===== config.mk =====
export PLATFORM = sky130hd
export DESIGN_NAME = lcd_mode_timing_controller_top
export DESIGN_NICKNAME = d
export VERILOG_FILES = /design/src/design/lmtc_pkg.sv /design/src/design/lmtc_core.sv /design/src/design/lmtc_out_buf.sv /design/src/design/lcd_mode_timing_controller_top.sv
export SDC_FILE = /design/constraint.sdc
export NUM_CORES = 1
export LEC_CHECK = 0
export BUFFER_PORTS_ARGS = -buffer_cell sky130_fd_sc_hd__buf_2
export CAP_MARGIN = 20
export CORE_MARGIN = 5
export CORE_UTILIZATION = 59
export CTS_BUF_LIST = sky130_fd_sc_hd__clkbuf_8 sky130_fd_sc_hd__clkbuf_16
export DETAILED_ROUTE_END_ITERATION = 8
export GPL_ROUTABILITY_DRIVEN = 1
export PLACE_DENSITY = 0.81
export SLEW_MARGIN = 40
export SYNTH_ARGS = -nofsm -noshare
export SYNTH_HDL_FRONTEND = slang
export SYNTH_SLANG_ARGS = --single-unit

===== constraint.sdc =====
create_clock -name clk -period 3.5 [get_ports clk]
set_input_delay 0.7 -clock clk [delete_from_list [all_inputs] [get_ports clk]]
set_output_delay 0.7 -clock clk [all_outputs]
set_load 0.1 [all_outputs]

===== src/design/lmtc_pkg.sv =====
// Shared types and constants for the LCD mode and scanline timer.
package lmtc_pkg;

    localparam int DOT_W = 12;

    localparam logic [DOT_W-1:0] LINE_UNITS  = 12'd456;
    localparam logic [DOT_W-1:0] LINE_UNITS2 = 12'd912;
    localparam logic [DOT_W-1:0] OAM_BOUND   = 12'd376;
    localparam logic [DOT_W-1:0] XFER_BOUND  = 12'd204;
    localparam logic [7:0]       VBLANK_LINE = 8'd144;
    localparam logic [7:0]       LAST_LINE   = 8'd153;

    // LCD modes
    localparam logic [1:0] MODE_HBLANK = 2'd0;
    localparam logic [1:0] MODE_VBLANK = 2'd1;
    localparam logic [1:0] MODE_OAM    = 2'd2;
    localparam logic [1:0] MODE_XFER   = 2'd3;

    // Configuration register indexes
    localparam logic CFG_STAT_IRQ_EN  = 1'b0;
    localparam logic CFG_DOUBLE_SPEED = 1'b1;

    // Bits of the status interrupt enable register
    localparam int EN_HBLANK = 0;
    localparam int EN_VBLANK = 1;
    localparam int EN_OAM    = 2;
    localparam int EN_MATCH  = 3;

    typedef struct packed {
        logic [1:0] mode;
        logic [7:0] current_line;
        logic       coincidence;
        logic       stat_irq;
        logic       vblank_irq;
        logic       draw_request;
        logic [7:0] draw_line;
        logic       hdma_request;
        logic       frame_done;
    } lmtc_result_t;

endpackage


===== src/design/lmtc_core.sv =====
// Timing state, configuration registers and the per-item step logic.
module lmtc_core
    import lmtc_pkg::*;
(
    input  logic         clk,
    input  logic         rst_n,
    input  logic         step,
    input  logic [7:0]   elapsed_cycles,
    input  logic         lcd_enable,
    input  logic [7:0]   compare_line,
    input  logic         cfg_wr,
    input  logic         cfg_index,
    input  logic [3:0]   cfg_data,
    output lmtc_result_t result
);

    logic [3:0]       irq_en_reg;
    logic             dspeed_reg;
    logic [DOT_W-1:0] dot_reg, dot_next;
    logic [7:0]       line_reg, line_next;
    logic [1:0]       mode_reg, mode_next;
    logic             match_reg, match_next;

    logic             irq_en;
    logic             changed;
    logic [DOT_W:0]   dot_sub;
    logic [DOT_W-1:0] dot_red;
    logic             wrap;

    always_comb
    begin
        result     = '0;
        dot_next   = LINE_UNITS;
        line_next  = '0;
        mode_next  = MODE_HBLANK;
        match_next = match_reg;
        irq_en     = 1'b0;
        changed    = 1'b0;
        dot_sub    = '0;
        dot_red    = '0;
        wrap       = 1'b0;

        if (lcd_enable)
        begin
            // mode is taken from the state held before the step
            if (line_reg >= VBLANK_LINE)
            begin
                mode_next = MODE_VBLANK;
                irq_en    = irq_en_reg[EN_VBLANK];
            end
            else if ($signed(dot_reg) >= $signed(OAM_BOUND))
            begin
                mode_next = MODE_OAM;
                irq_en    = irq_en_reg[EN_OAM];
            end
            else if ($signed(dot_reg) >= $signed(XFER_BOUND))
            begin
                mode_next = MODE_XFER;
            end
            else
            begin
                mode_next = MODE_HBLANK;
                irq_en    = irq_en_reg[EN_HBLANK];
            end
            changed = (mode_next != mode_reg);

            match_next = (line_reg == compare_line);

            dot_sub   = {dot_reg[DOT_W-1], dot_reg} - {5'd0, elapsed_cycles};
            dot_red   = dot_sub[DOT_W-1:0];
            line_next = line_reg;
            dot_next  = dot_red;
            // zero or below starts a new line
            if (dot_sub[DOT_W] || (dot_sub == '0))
            begin
                wrap      = (line_reg == LAST_LINE);
                line_next = wrap ? 8'd0 : line_reg + 8'd1;
                dot_next  = dot_red + (dspeed_reg ? LINE_UNITS2 : LINE_UNITS);
                result.vblank_irq = (line_next == VBLANK_LINE);
            end

            result.mode         = mode_next;
            result.current_line = line_next;
            result.stat_irq     = (changed && irq_en) || (match_next && irq_en_reg[EN_MATCH]);
            result.draw_request = changed && (mode_next == MODE_XFER);
            result.draw_line    = result.draw_request ? line_reg : 8'd0;
            result.hdma_request = changed && (mode_next == MODE_HBLANK);
            result.frame_done   = wrap;
        end
        result.coincidence = match_next;
    end

    always_ff @(posedge clk or negedge rst_n)
    begin
        if (!rst_n)
        begin
            irq_en_reg <= '0;
            dspeed_reg <= 1'b0;
            dot_reg    <= LINE_UNITS;
            line_reg   <= '0;
            mode_reg   <= MODE_HBLANK;
            match_reg  <= 1'b0;
        end
        else
        begin
            if (cfg_wr)
            begin
                unique case (cfg_index)
                    CFG_STAT_IRQ_EN:  irq_en_reg <= cfg_data;
                    CFG_DOUBLE_SPEED: dspeed_reg <= cfg_data[0];
                    default:          ;
                endcase
            end
            if (step)
            begin
                dot_reg   <= dot_next;
                line_reg  <= line_next;
                mode_reg  <= mode_next;
                match_reg <= match_next;
            end
        end
    end

endmodule


===== src/design/lmtc_out_buf.sv =====
// Result register with a skid stage so the input side keeps moving on a stall.
module lmtc_out_buf
    import lmtc_pkg::*;
(
    input  logic         clk,
    input  logic         rst_n,
    input  logic         push,
    input  lmtc_result_t push_data,
    output logic         space,
    output logic         out_valid,
    input  logic         out_ready,
    output lmtc_result_t out_data
);

    logic         main_valid_reg, skid_valid_reg;
    lmtc_result_t main_reg, skid_reg;
    logic         pop;

    assign pop       = main_valid_reg && out_ready;
    assign space     = !skid_valid_reg;
    assign out_valid = main_valid_reg;
    assign out_data  = main_reg;

    always_ff @(posedge clk or negedge rst_n)
    begin
        if (!rst_n)
        begin
            main_valid_reg <= 1'b0;
            skid_valid_reg <= 1'b0;
        end
        else if (pop)
        begin
            if (skid_valid_reg)
            begin
                skid_valid_reg <= 1'b0;
            end
            else
            begin
                main_valid_reg <= push;
            end
        end
        else if (push)
        begin
            if (!main_valid_reg)
            begin
                main_valid_reg <= 1'b1;
            end
            else
            begin
                skid_valid_reg <= 1'b1;
            end
        end
    end

    always_ff @(posedge clk)
    begin
        if (pop)
        begin
            if (skid_valid_reg)
            begin
                main_reg <= skid_reg;
            end
            else if (push)
            begin
                main_reg <= push_data;
            end
        end
        else if (push)
        begin
            if (!main_valid_reg)
            begin
                main_reg <= push_data;
            end
            else
            begin
                skid_reg <= push_data;
            end
        end
    end

endmodule


===== src/design/lcd_mode_timing_controller_top.sv =====
// Top level of the LCD mode and scanline timer.
//
// Input channel (in_valid/in_ready): one item per step carries the elapsed
// CPU time, the LCD enable bit and the line-compare value. Each item gives
// exactly one result item on the output channel (out_valid/out_ready): mode,
// current line, coincidence flag and the interrupt/request pulses.
// Configuration channel (cfg_valid/cfg_ready/cfg_index/cfg_data) writes the
// status interrupt enables (index 0) or the double-speed bit (index 1); it is
// always ready and should only be used while the block is idle.
// A result is registered, in the skid register if the result register is full.
// Throughput: one item per cycle while in_ready is high; the step logic sits
// between the timing state registers and a result register.
// A two-deep result buffer (register plus skid) absorbs stalls: in_ready
// drops only once two results are waiting for the receiver.
// Reset: counter 456, line 0, mode 0, flag clear, enables and double speed
// clear, result buffer empty.
module lcd_mode_timing_controller_top
    import lmtc_pkg::*;
(
    input  logic       clk,
    input  logic       rst_n,
    input  logic       in_valid,
    output logic       in_ready,
    input  logic [7:0] elapsed_cycles,
    input  logic       lcd_enable,
    input  logic [7:0] compare_line,
    output logic       out_valid,
    input  logic       out_ready,
    output logic [1:0] mode,
    output logic [7:0] current_line,
    output logic       coincidence,
    output logic       stat_irq,
    output logic       vblank_irq,
    output logic       draw_request,
    output logic [7:0] draw_line,
    output logic       hdma_request,
    output logic       frame_done,
    input  logic       cfg_valid,
    output logic       cfg_ready,
    input  logic       cfg_index,
    input  logic [3:0] cfg_data
);

    logic         step;
    lmtc_result_t step_result;
    lmtc_result_t out_data;

    assign cfg_ready = 1'b1;
    assign step      = in_valid && in_ready;

    lmtc_core u_core (
        .clk            (clk),
        .rst_n          (rst_n),
        .step           (step),
        .elapsed_cycles (elapsed_cycles),
        .lcd_enable     (lcd_enable),
        .compare_line   (compare_line),
        .cfg_wr         (cfg_valid && cfg_ready),
        .cfg_index      (cfg_index),
        .cfg_data       (cfg_data),
        .result         (step_result)
    );

    lmtc_out_buf u_out_buf (
        .clk       (clk),
        .rst_n     (rst_n),
        .push      (step),
        .push_data (step_result),
        .space     (in_ready),
        .out_valid (out_valid),
        .out_ready (out_ready),
        .out_data  (out_data)
    );

    assign mode         = out_data.mode;
    assign current_line = out_data.current_line;
    assign coincidence  = out_data.coincidence;
    assign stat_irq     = out_data.stat_irq;
    assign vblank_irq   = out_data.vblank_irq;
    assign draw_request = out_data.draw_request;
    assign draw_line    = out_data.draw_line;
    assign hdma_request = out_data.hdma_request;
    assign frame_done   = out_data.frame_done;

endmodule

* Yosys cells after proc, flatten, opt, wreduce, memory -nomap -nowiden
Index checks and enable logic that the tools add are counted.
** Storage, ports and cells
- Input bits :: 27
- Output and inout port bits :: 27
- Logic and storage cells :: 93
- Flip-flop bits (word level) :: 78
** Cells by class
- Reduce and logical (&&, ||, !) cells :: 20
- Bitwise logic cells :: 2
- Order comparisons :: 3
- Add/subtract/negate cells :: 3
- Eq/ne operators :: 7
- Mux-type cells :: 32
** Operator list (count)
- $mux W24 :: 5
- $mux W8 :: 4
- $mux W12 :: 2
- $mux W10 :: 2
- $eq A8 B8 Y1 const B :: 2
- $logic_not A13 Y1 :: 1
- $mux W1 :: 13
- $mux W13 :: 1
- $sub A12 B9 Y13 :: 1
- $add A12 B12 Y12 :: 1
- $ge A12 B10 Y1 const B :: 1
- $ge A12 B9 Y1 const B :: 1
- $mux W2 :: 5
- $add A8 B1 Y8 const B :: 1
- $eq A8 B8 Y1 :: 1
- $ge A8 B8 Y1 const B :: 1
- $reduce_and A2 Y1 :: 4
- $logic_and A1 B1 Y1 :: 6
- $reduce_and A3 Y1 :: 2
- $reduce_bool A2 Y1 :: 3
- $ne A2 B2 Y1 const B :: 2
- $eq A2 B2 Y1 const B :: 1
- $logic_not A2 Y1 :: 1
- $logic_or A1 B1 Y1 :: 2
- 3 further kinds :: 4

* Depth between registers and ports, before layout
Gate-level depths: netlist of run 1.
- Depth after elaboration :: 12
- Depth in mapped cells :: 14
- Depth with buffers taken out :: 14

* By module
Synthesis of run 1 repeated with hierarchy kept, for this count alone.
** Second synthesis, totals
- Cells, all modules :: 442
- Area total of the unflattened synthesis :: 4809.6 um^2
** Modules (own cells, without submodules)
- lmtc_core :: area an instance 2860.2 um^2, seq. area each 705.7 um^2, instances 1, cells an instance 352
- lmtc_out_buf :: area an instance 1931.9 um^2, seq. area each 1491.4 um^2, instances 1, cells an instance 87
- lcd_mode_timing_controller_top :: area an instance 17.5 um^2, seq. area each 0.0 um^2, instances 1, cells an instance 3

* Worst setup path before layout of run 1
OpenSTA, ideal clock, no wires.
- Path kind :: input to register
- Start :: input port elapsed_cycles[0]
- End :: register u_out_buf.main_reg, in the netlist u_out_buf.out_data[17] (data pin)
- Data required time :: 3.239 ns
- Path buffers :: 1
- Data arrival time :: 3.284 ns
- Setup time :: 0.261 ns
- Stages :: 12
- Path slack :: -0.045 ns
- Cells stage by stage :: ha_1 > fa_1 > nor2b_4 > o21bai_4 > a21oi_4 > o21ba_2 > or4_4 > o31ai_4 > buf_6 > o21ai_0 > a22oi_1 > o21ai_1
** On the way
- Word-level cells in the longest chain between the ends :: 8
- Elaborated cells between the ends (all ways) :: 10
- Classes of those cells :: add/sub: 1; mux: 7; reduce/logical: 2
** RTL lines
- start, declared :: line lcd_mode_timing_controller_top.sv:24 : input logic [7:0] elapsed_cycles,
- $sub A12 B9 Y13 * :: line lmtc_core.sv:69 : dot_sub = {dot_reg[DOT_W-1], dot_reg} - {5'd0, elapsed_cycles};
- $logic_not A13 Y1 :: line lmtc_core.sv:74 : if (dot_sub[DOT_W] || (dot_sub == '0))
- $logic_or A1 B1 Y1 * :: line lmtc_core.sv:74
- $mux W8 * :: line lmtc_core.sv:74
- $mux W10 * :: line lmtc_core.sv:43 : if (lcd_enable)
- $mux W24 (on tied branches) :: line lmtc_out_buf.sv:70, lmtc_out_buf.sv:63
- $mux W24 (on tied branches) :: line lmtc_out_buf.sv:68, lmtc_out_buf.sv:59
- $mux W24 * :: line lmtc_out_buf.sv:57 : if (pop)
- end signal, assigned :: line lmtc_out_buf.sv:61 : main_reg <= skid_reg;
- end signal, assigned :: line lmtc_out_buf.sv:65 : main_reg <= push_data;
- end signal, assigned :: line lmtc_out_buf.sv:72 : main_reg <= push_data;
- end, declared :: line lmtc_out_buf.sv:16 : lmtc_result_t main_reg, skid_reg;
Mark *: on every way between the ends. The rest lies on a longest branch, timed or not. The select of a mux whose other input is x is not followed.
A chain may end at the register's enable or synchronous reset.

* Worst setup path in the final report of run 1
- Start :: input port elapsed_cycles[0]
- End :: register u_out_buf.main_reg, in the netlist u_out_buf.out_data[16] (data pin)
The elaborated chain is that of the path after synthesis.

==> results.cfg, run 1 <==
[run_status]
outcome = completed

[global_route]
grt_use_total_pct = 22.8
grt_max_degree = 31
antenna_found_initial = 0
grt_pass1_vias = 3788
overflow = 0
grt_pass1_wl_microns = 17900

[sta]
setup_violations = 0
period_share_pct = 95.1
clock_skew_ns = 0.0136
max_slew.worst_pin.slew_ns = 0.719
slew_violations = 0
rsz0062_at_grt = false
max_slew_margin_pct = 52.0
finalCriticalPeriod_ns = 3.33
hold_viol = 0
fin_tns_setup_ns = 0
fmax_mhz = 300

[clock_tree]
clock_sinks = 78
clockBufferDepth = 2
clk_latency_ns = 0.35
clk_pin_slew_ns = 0.09
cts_hold_buf = 0
cts_tree = done
htree_levels = 3
cts_inserted_buffers = 9
cts-root-buf = clkbuf_8

[route]
drtAntennaViolNets = 0
drt-initial-drc-count = 218
dr.pass1.iters = 5
totalWireLength_microns = 10800
drc = 0
via_per_inst = 5.93
dr_total_vias = 3741
wl_per_cell_microns = 17.1

[critical_path]
worstPathRequired_ns = 3.59
cp_cell_sequence = buf_2 -> ha_1 -> fa_2 -> nor2b_4 -> o21bai_4 -> a21oi_4 -> o21ba_2 -> or4_4 -> o31ai_4 -> buf_4 -> buf_6 -> nand2_1 -> mux2i_1 -> o21ai_0
critPathMaxFanout = 9
r2r_cells = 14
r2r-start = u_core.dot_reg[0]
worst_path_max_delay_cell = or4_4
criticalPathCategory = input port to flip-flop
critical_path_buf_inv_count = 3
critPathCaptureType = flip-flop
cp_data_arrival_time_ns = 3.42
critPathMaxStageDelay_ns = 0.54
reg2reg_to = u_out_buf.out_data[16]
r2r_slack_ns = 0.22
critPathTopFamily = simple AND/OR/NAND/NOR gates
startpoint_type = input port

[logic_synthesis]
synth_top_cells_by_count = nand2_1, edfxtp_1, o21ai_0, nor2_1, dfrtp_1
synthCells = 440
async_reset_ff_share_pct = 38.5
syn_nets = 484
ys_seq_area_share_pct = 47.8
netlist.area_leader.share_pct = 31.4
synth_edf_count = 48
yosys_most_used_dff = edfxtp_1
synth_most_common_cell = nand2_1
yosysWarnings = 0
syn_avg_cell_area_sq_um = 10.4
ys_types = 68
syn_area_sq_um = 4600
synth.area.top_cells = edfxtp_1, dfrtp_1, mux2_2
synth-seq-cells = 78
synth_area_leader_cell = edfxtp_1

[placed_design]
dp_hpwl_microns = 7920
dpl-instance-area_sq_um = 5190
gp_congestion = 0.942
place_inst = 612
io_buffers = 52

[floorplanning]
design.die.area_sq_um = 9650
die_h_microns = 98.3
start_util_pct = 60.1
core_area_sq_um = 7650
rows = 32
die_width_microns = 98.3
ios = 54

[finish]
nets = 568
diodes = 0
fin_cells = 631
postLayoutCellArea_sq_um = 5430
utilization_pct = 71.0
drive_above_1_share_pct = 30.2
area_growth_syn_to_layout_pct = 18.1

[hold_path]
hp-class = input port to async pin

[pwr]
power_density_nw_per_um2 = 977
ir_drop_mv = 0.645
p_total_mw = 5.30
p_leak_nw = 2.34

[job]
maxCapViolCount = 0
==> layer usage <==
metal  GRT usage (%)  wire [microns]
met5               0               0
met4            10.6             315
met3            3.71             676
met2            39.4            5520
met1            27.8            4300
==> cells by family after synthesis <==
kind of cell	after synthesis	synth area share [%]
adders and majority gates	17	4.96
and+or+nand+nor	138	15.0
AOI/OAI and AO/OA	108	16.8
xor gates and xnor gates	26	4.96
muxes	25	6.02
other	1	0.0816
buffers and inverters	47	4.36
DFF	78	47.8
==> how the worst max path moves through the flow <==
stage                 startpoint                      to  cells past startpoint
4_1_cts        elapsed_cycles[0]  u_out_buf.out_data[16]                     13
6_report       elapsed_cycles[0]  u_out_buf.out_data[16]                     14
2_1_floorplan  elapsed_cycles[0]  u_out_buf.out_data[17]                     12
3_3_place_gp   elapsed_cycles[0]  u_out_buf.out_data[16]                     13
5_1_grt        u_core.dot_reg[0]  u_out_buf.out_data[16]                     14
3_5_place_dp   elapsed_cycles[0]  u_out_buf.out_data[19]                     13
==> where the power goes <==
group | internal (mW) | switching [mW]
clock | 0.339 | 0.355
sequential | 1.32 | 0.209
combinational | 1.00 | 2.08
total | 2.66 | 2.65
==> layout by cell type (no fill, tap or decap), drive strengths merged, types with 16 or more instances in the layout <==
cell and count:
nor2 28, a21oi 16, mux2 21, nand2 49, buf 97, o21ai 34, edfxtp 48, inv 26
dfrtp 26
==> stage by stage <==
step	worst slack [ns]	hold WS, ns
3_5_place_dp	-0.226	0.474
5_1_grt	0.0226	0.443
2_1_floorplan	0.0324	0.404
4_1_cts	0.135	0.412
3_3_place_gp	-0.137	0.472
6_report	0.171	0.400
==> layout make-up <==
| class | instances | area, sq um |
|---|---|---|
| fill | 566 | 2220 |
| multi-input combinational | 315 | 2210 |
| sequential | 78 | 2200 |
| timing repair buffer | 97 | 602 |
| tap | 102 | 128 |
| clock buffer | 9 | 124 |
| inverter | 23 | 86.3 |
| clock inverter | 7 | 80.1 |
==> timing repair <==
| action | CTS | global route |
|---|---|---|
| buffers inserted | 0 | 3 |
| gates resized for setup | 0 | 1 |
| setup endpoints to repair | 0 | 2 |
Note: power is estimated with default switching activity, not from simulation.
==> run 2, diff against run 1 <==
Settings changed: BUFFER_PORTS_ARGS -buffer_cell sky130_fd_sc_hd__buf_2 to not set, CORE_UTILIZATION 59 to 60, DONT_BUFFER_PORTS set to 1, PLACE_DENSITY 0.81 to 0.76.
==> run 2 against run 1 <==
Final cell count decreased by 9.2%. Clock skew decreased by 0.0034 ns. Critical path type is now flip-flop to flip-flop. Power is 0.71% higher. Critical endpoint is now u_core.dot_reg[10]. Register-to-register slack worse by 0.03 ns. Setup slack better by 0.022 ns. Routed wire length up 0.24%. Worst hold slack worse by 0.37 ns. Largest cell class unchanged.
==> results.cfg, run 2 (same netlist as run 1, synthesis figures left out) <==
[run_status]
outcome = completed

[floorplanning]
die_h_microns = 97.5
design.die.area_sq_um = 9510
core_area_sq_um = 7610
die_width_microns = 97.5
ios = 54
start_util_pct = 60.4
rows = 32

[critical_path]
reg2reg_to = u_core.dot_reg[10]
endpoint = u_core.dot_reg[10]
worstPathRequired_ns = 3.73
r2r_cells = 15
cp_data_arrival_time_ns = 3.54
r2r-start = u_core.dot_reg[0]
criticalPathCategory = flip-flop to flip-flop
critPathMaxFanout = 3
critPathCaptureType = flip-flop
worstSetupStartpoint = u_core.dot_reg[0]
startpoint_type = flip-flop
r2r_slack_ns = 0.19

[sta]
setup_violations = 0
finalCriticalPeriod_ns = 3.31
period_share_pct = 94.5
max_slew.worst_pin.slew_ns = 0.895
max_slew_margin_pct = 40.4
fmax_mhz = 302
clock_skew_ns = 0.0102
hold_viol = 0
fin_tns_setup_ns = 0
rsz0062_at_grt = false
slew_violations = 0

[route]
drt-initial-drc-count = 230
drtAntennaViolNets = 0
via_per_inst = 6.16
dr_total_vias = 3531
wl_per_cell_microns = 18.9
drc = 0
totalWireLength_microns = 10800
dr.pass1.iters = 5

[clock_tree]
htree_levels = 3
cts_hold_buf = 0
cts_setup_buffers = 0
cts_inserted_buffers = 9
clk_pin_slew_ns = 0.09
cts_tree = done
clockBufferDepth = 2
clk_latency_ns = 0.36
cts-root-buf = clkbuf_8
clock_sinks = 78

[pwr]
p_leak_nw = 2.15
switching_share_pct = 49.6
power_density_nw_per_um2 = 1010
intPower_mw = 2.69
ir_drop_mv = 0.621
pwr-share-comb_pct = 47.8
pwr-share-clk_pct = 13.2
p_switching_mw = 2.65
p_seq_share_pct = 39.0

[global_route]
antenna_found_initial = 0
grt_pass1_vias = 3459
grt_use_total_pct = 23.0
overflow = 0
grt_pass1_wl_microns = 17600
grt_max_degree = 31

[finish]
mostFrequentLayoutCells = nand2_1, edfxtp_1, buf_4
drive_above_1_share_pct = 22.1
utilization_pct = 69.2
final_common_cell = nand2_1
nets = 510
postLayoutCellArea_sq_um = 5270
diodes = 0
area_growth_syn_to_layout_pct = 14.6

[placed_design]
io_buffers = 0
dpl-instance-area_sq_um = 4900
dp_hpwl_microns = 7530
gp_congestion = 0.936

[hold_path]
hp-class = input port to async pin

[job]
maxCapViolCount = 0
-- run 2: through the flow --
step | power (mW) | hold WS (ns) | std cells | setup slack (ns)
2_1_floorplan | 3.82 | 0.404 | 440 | 0.0324
3_3_place_gp | 4.30 | 0.405 | 548 | -0.0189
3_5_place_dp | 4.46 | 0.405 | 551 | -0.0759
4_1_cts | 5.17 | 0.00563 | 567 | 0.221
5_1_grt | 5.62 | 0.00863 | 573 | 0.00280
6_report | 5.34 | 0.0264 | 573 | 0.193
-- run 2: per-layer routing --
metal	track usage (%)	part of all wire (%)	vias up	wire length, microns
met5	0	0	-	0
met4	8.95	3.2	0	346
met3	5.96	6.1	34	659
met2	38.5	50	158	5360
met1	28.5	41	1695	4470
li1	-	-	1644	-
-- run 2: critical path, stage by stage (launching register included) --
cell and delay (ns):
dfrtp_1 0.36, inv_1 0.05, ha_1 0.20, fa_2 0.37, nor2b_4 0.16, o21a_1 0.13, nor2_1 0.05, xnor2_1 0.27
buf_4 0.19, ha_1 0.22, a21o_1 0.17, a31o_2 0.27, o21a_1 0.21, o211a_1 0.22, o2111ai_1 0.19, o221ai_1 0.13
-- run 2: layout make-up --
cell class | instances | area (sq um)
fill | 564 | 2340
tap | 102 | 128
timing repair buffer | 39 | 433
multi-input combinational | 315 | 2220
clock buffer | 9 | 124
clock inverter | 7 | 80.1
sequential | 78 | 2200
inverter | 23 | 86.3
-- run 2: power groups by stage --
stage	registers, mW	clock network [mW]	logic, mW
after CTS	2.28	0.713	2.18
final	2.08	0.707	2.55
after global routing	2.11	0.752	2.76
after global placement	2.39	0	1.91
after detailed placement	2.30	0	2.16
after floorplan	2.36	0	1.46
-- run 2: worst min path at each step --
stage               slack [ns]                  to  cells past startpoint
global placement          0.41   u_core.dot_reg[5]                      0
CTS                      0.006  u_core.line_reg[3]                      0
finish                    0.03  u_core.line_reg[3]                      0
floorplan                 0.40   u_core.dot_reg[0]                      0
detailed placement        0.41   u_core.dot_reg[5]                      0
global route             0.009  u_core.line_reg[3]                      0
-- run 2: what timing repair did --
| action | CTS | global route |
|---|---|---|
| endpoints found under the setup margin | 0 | 3 |
| endpoints found under the hold margin | 0 | 0 |
| gates resized for setup | 0 | 3 |
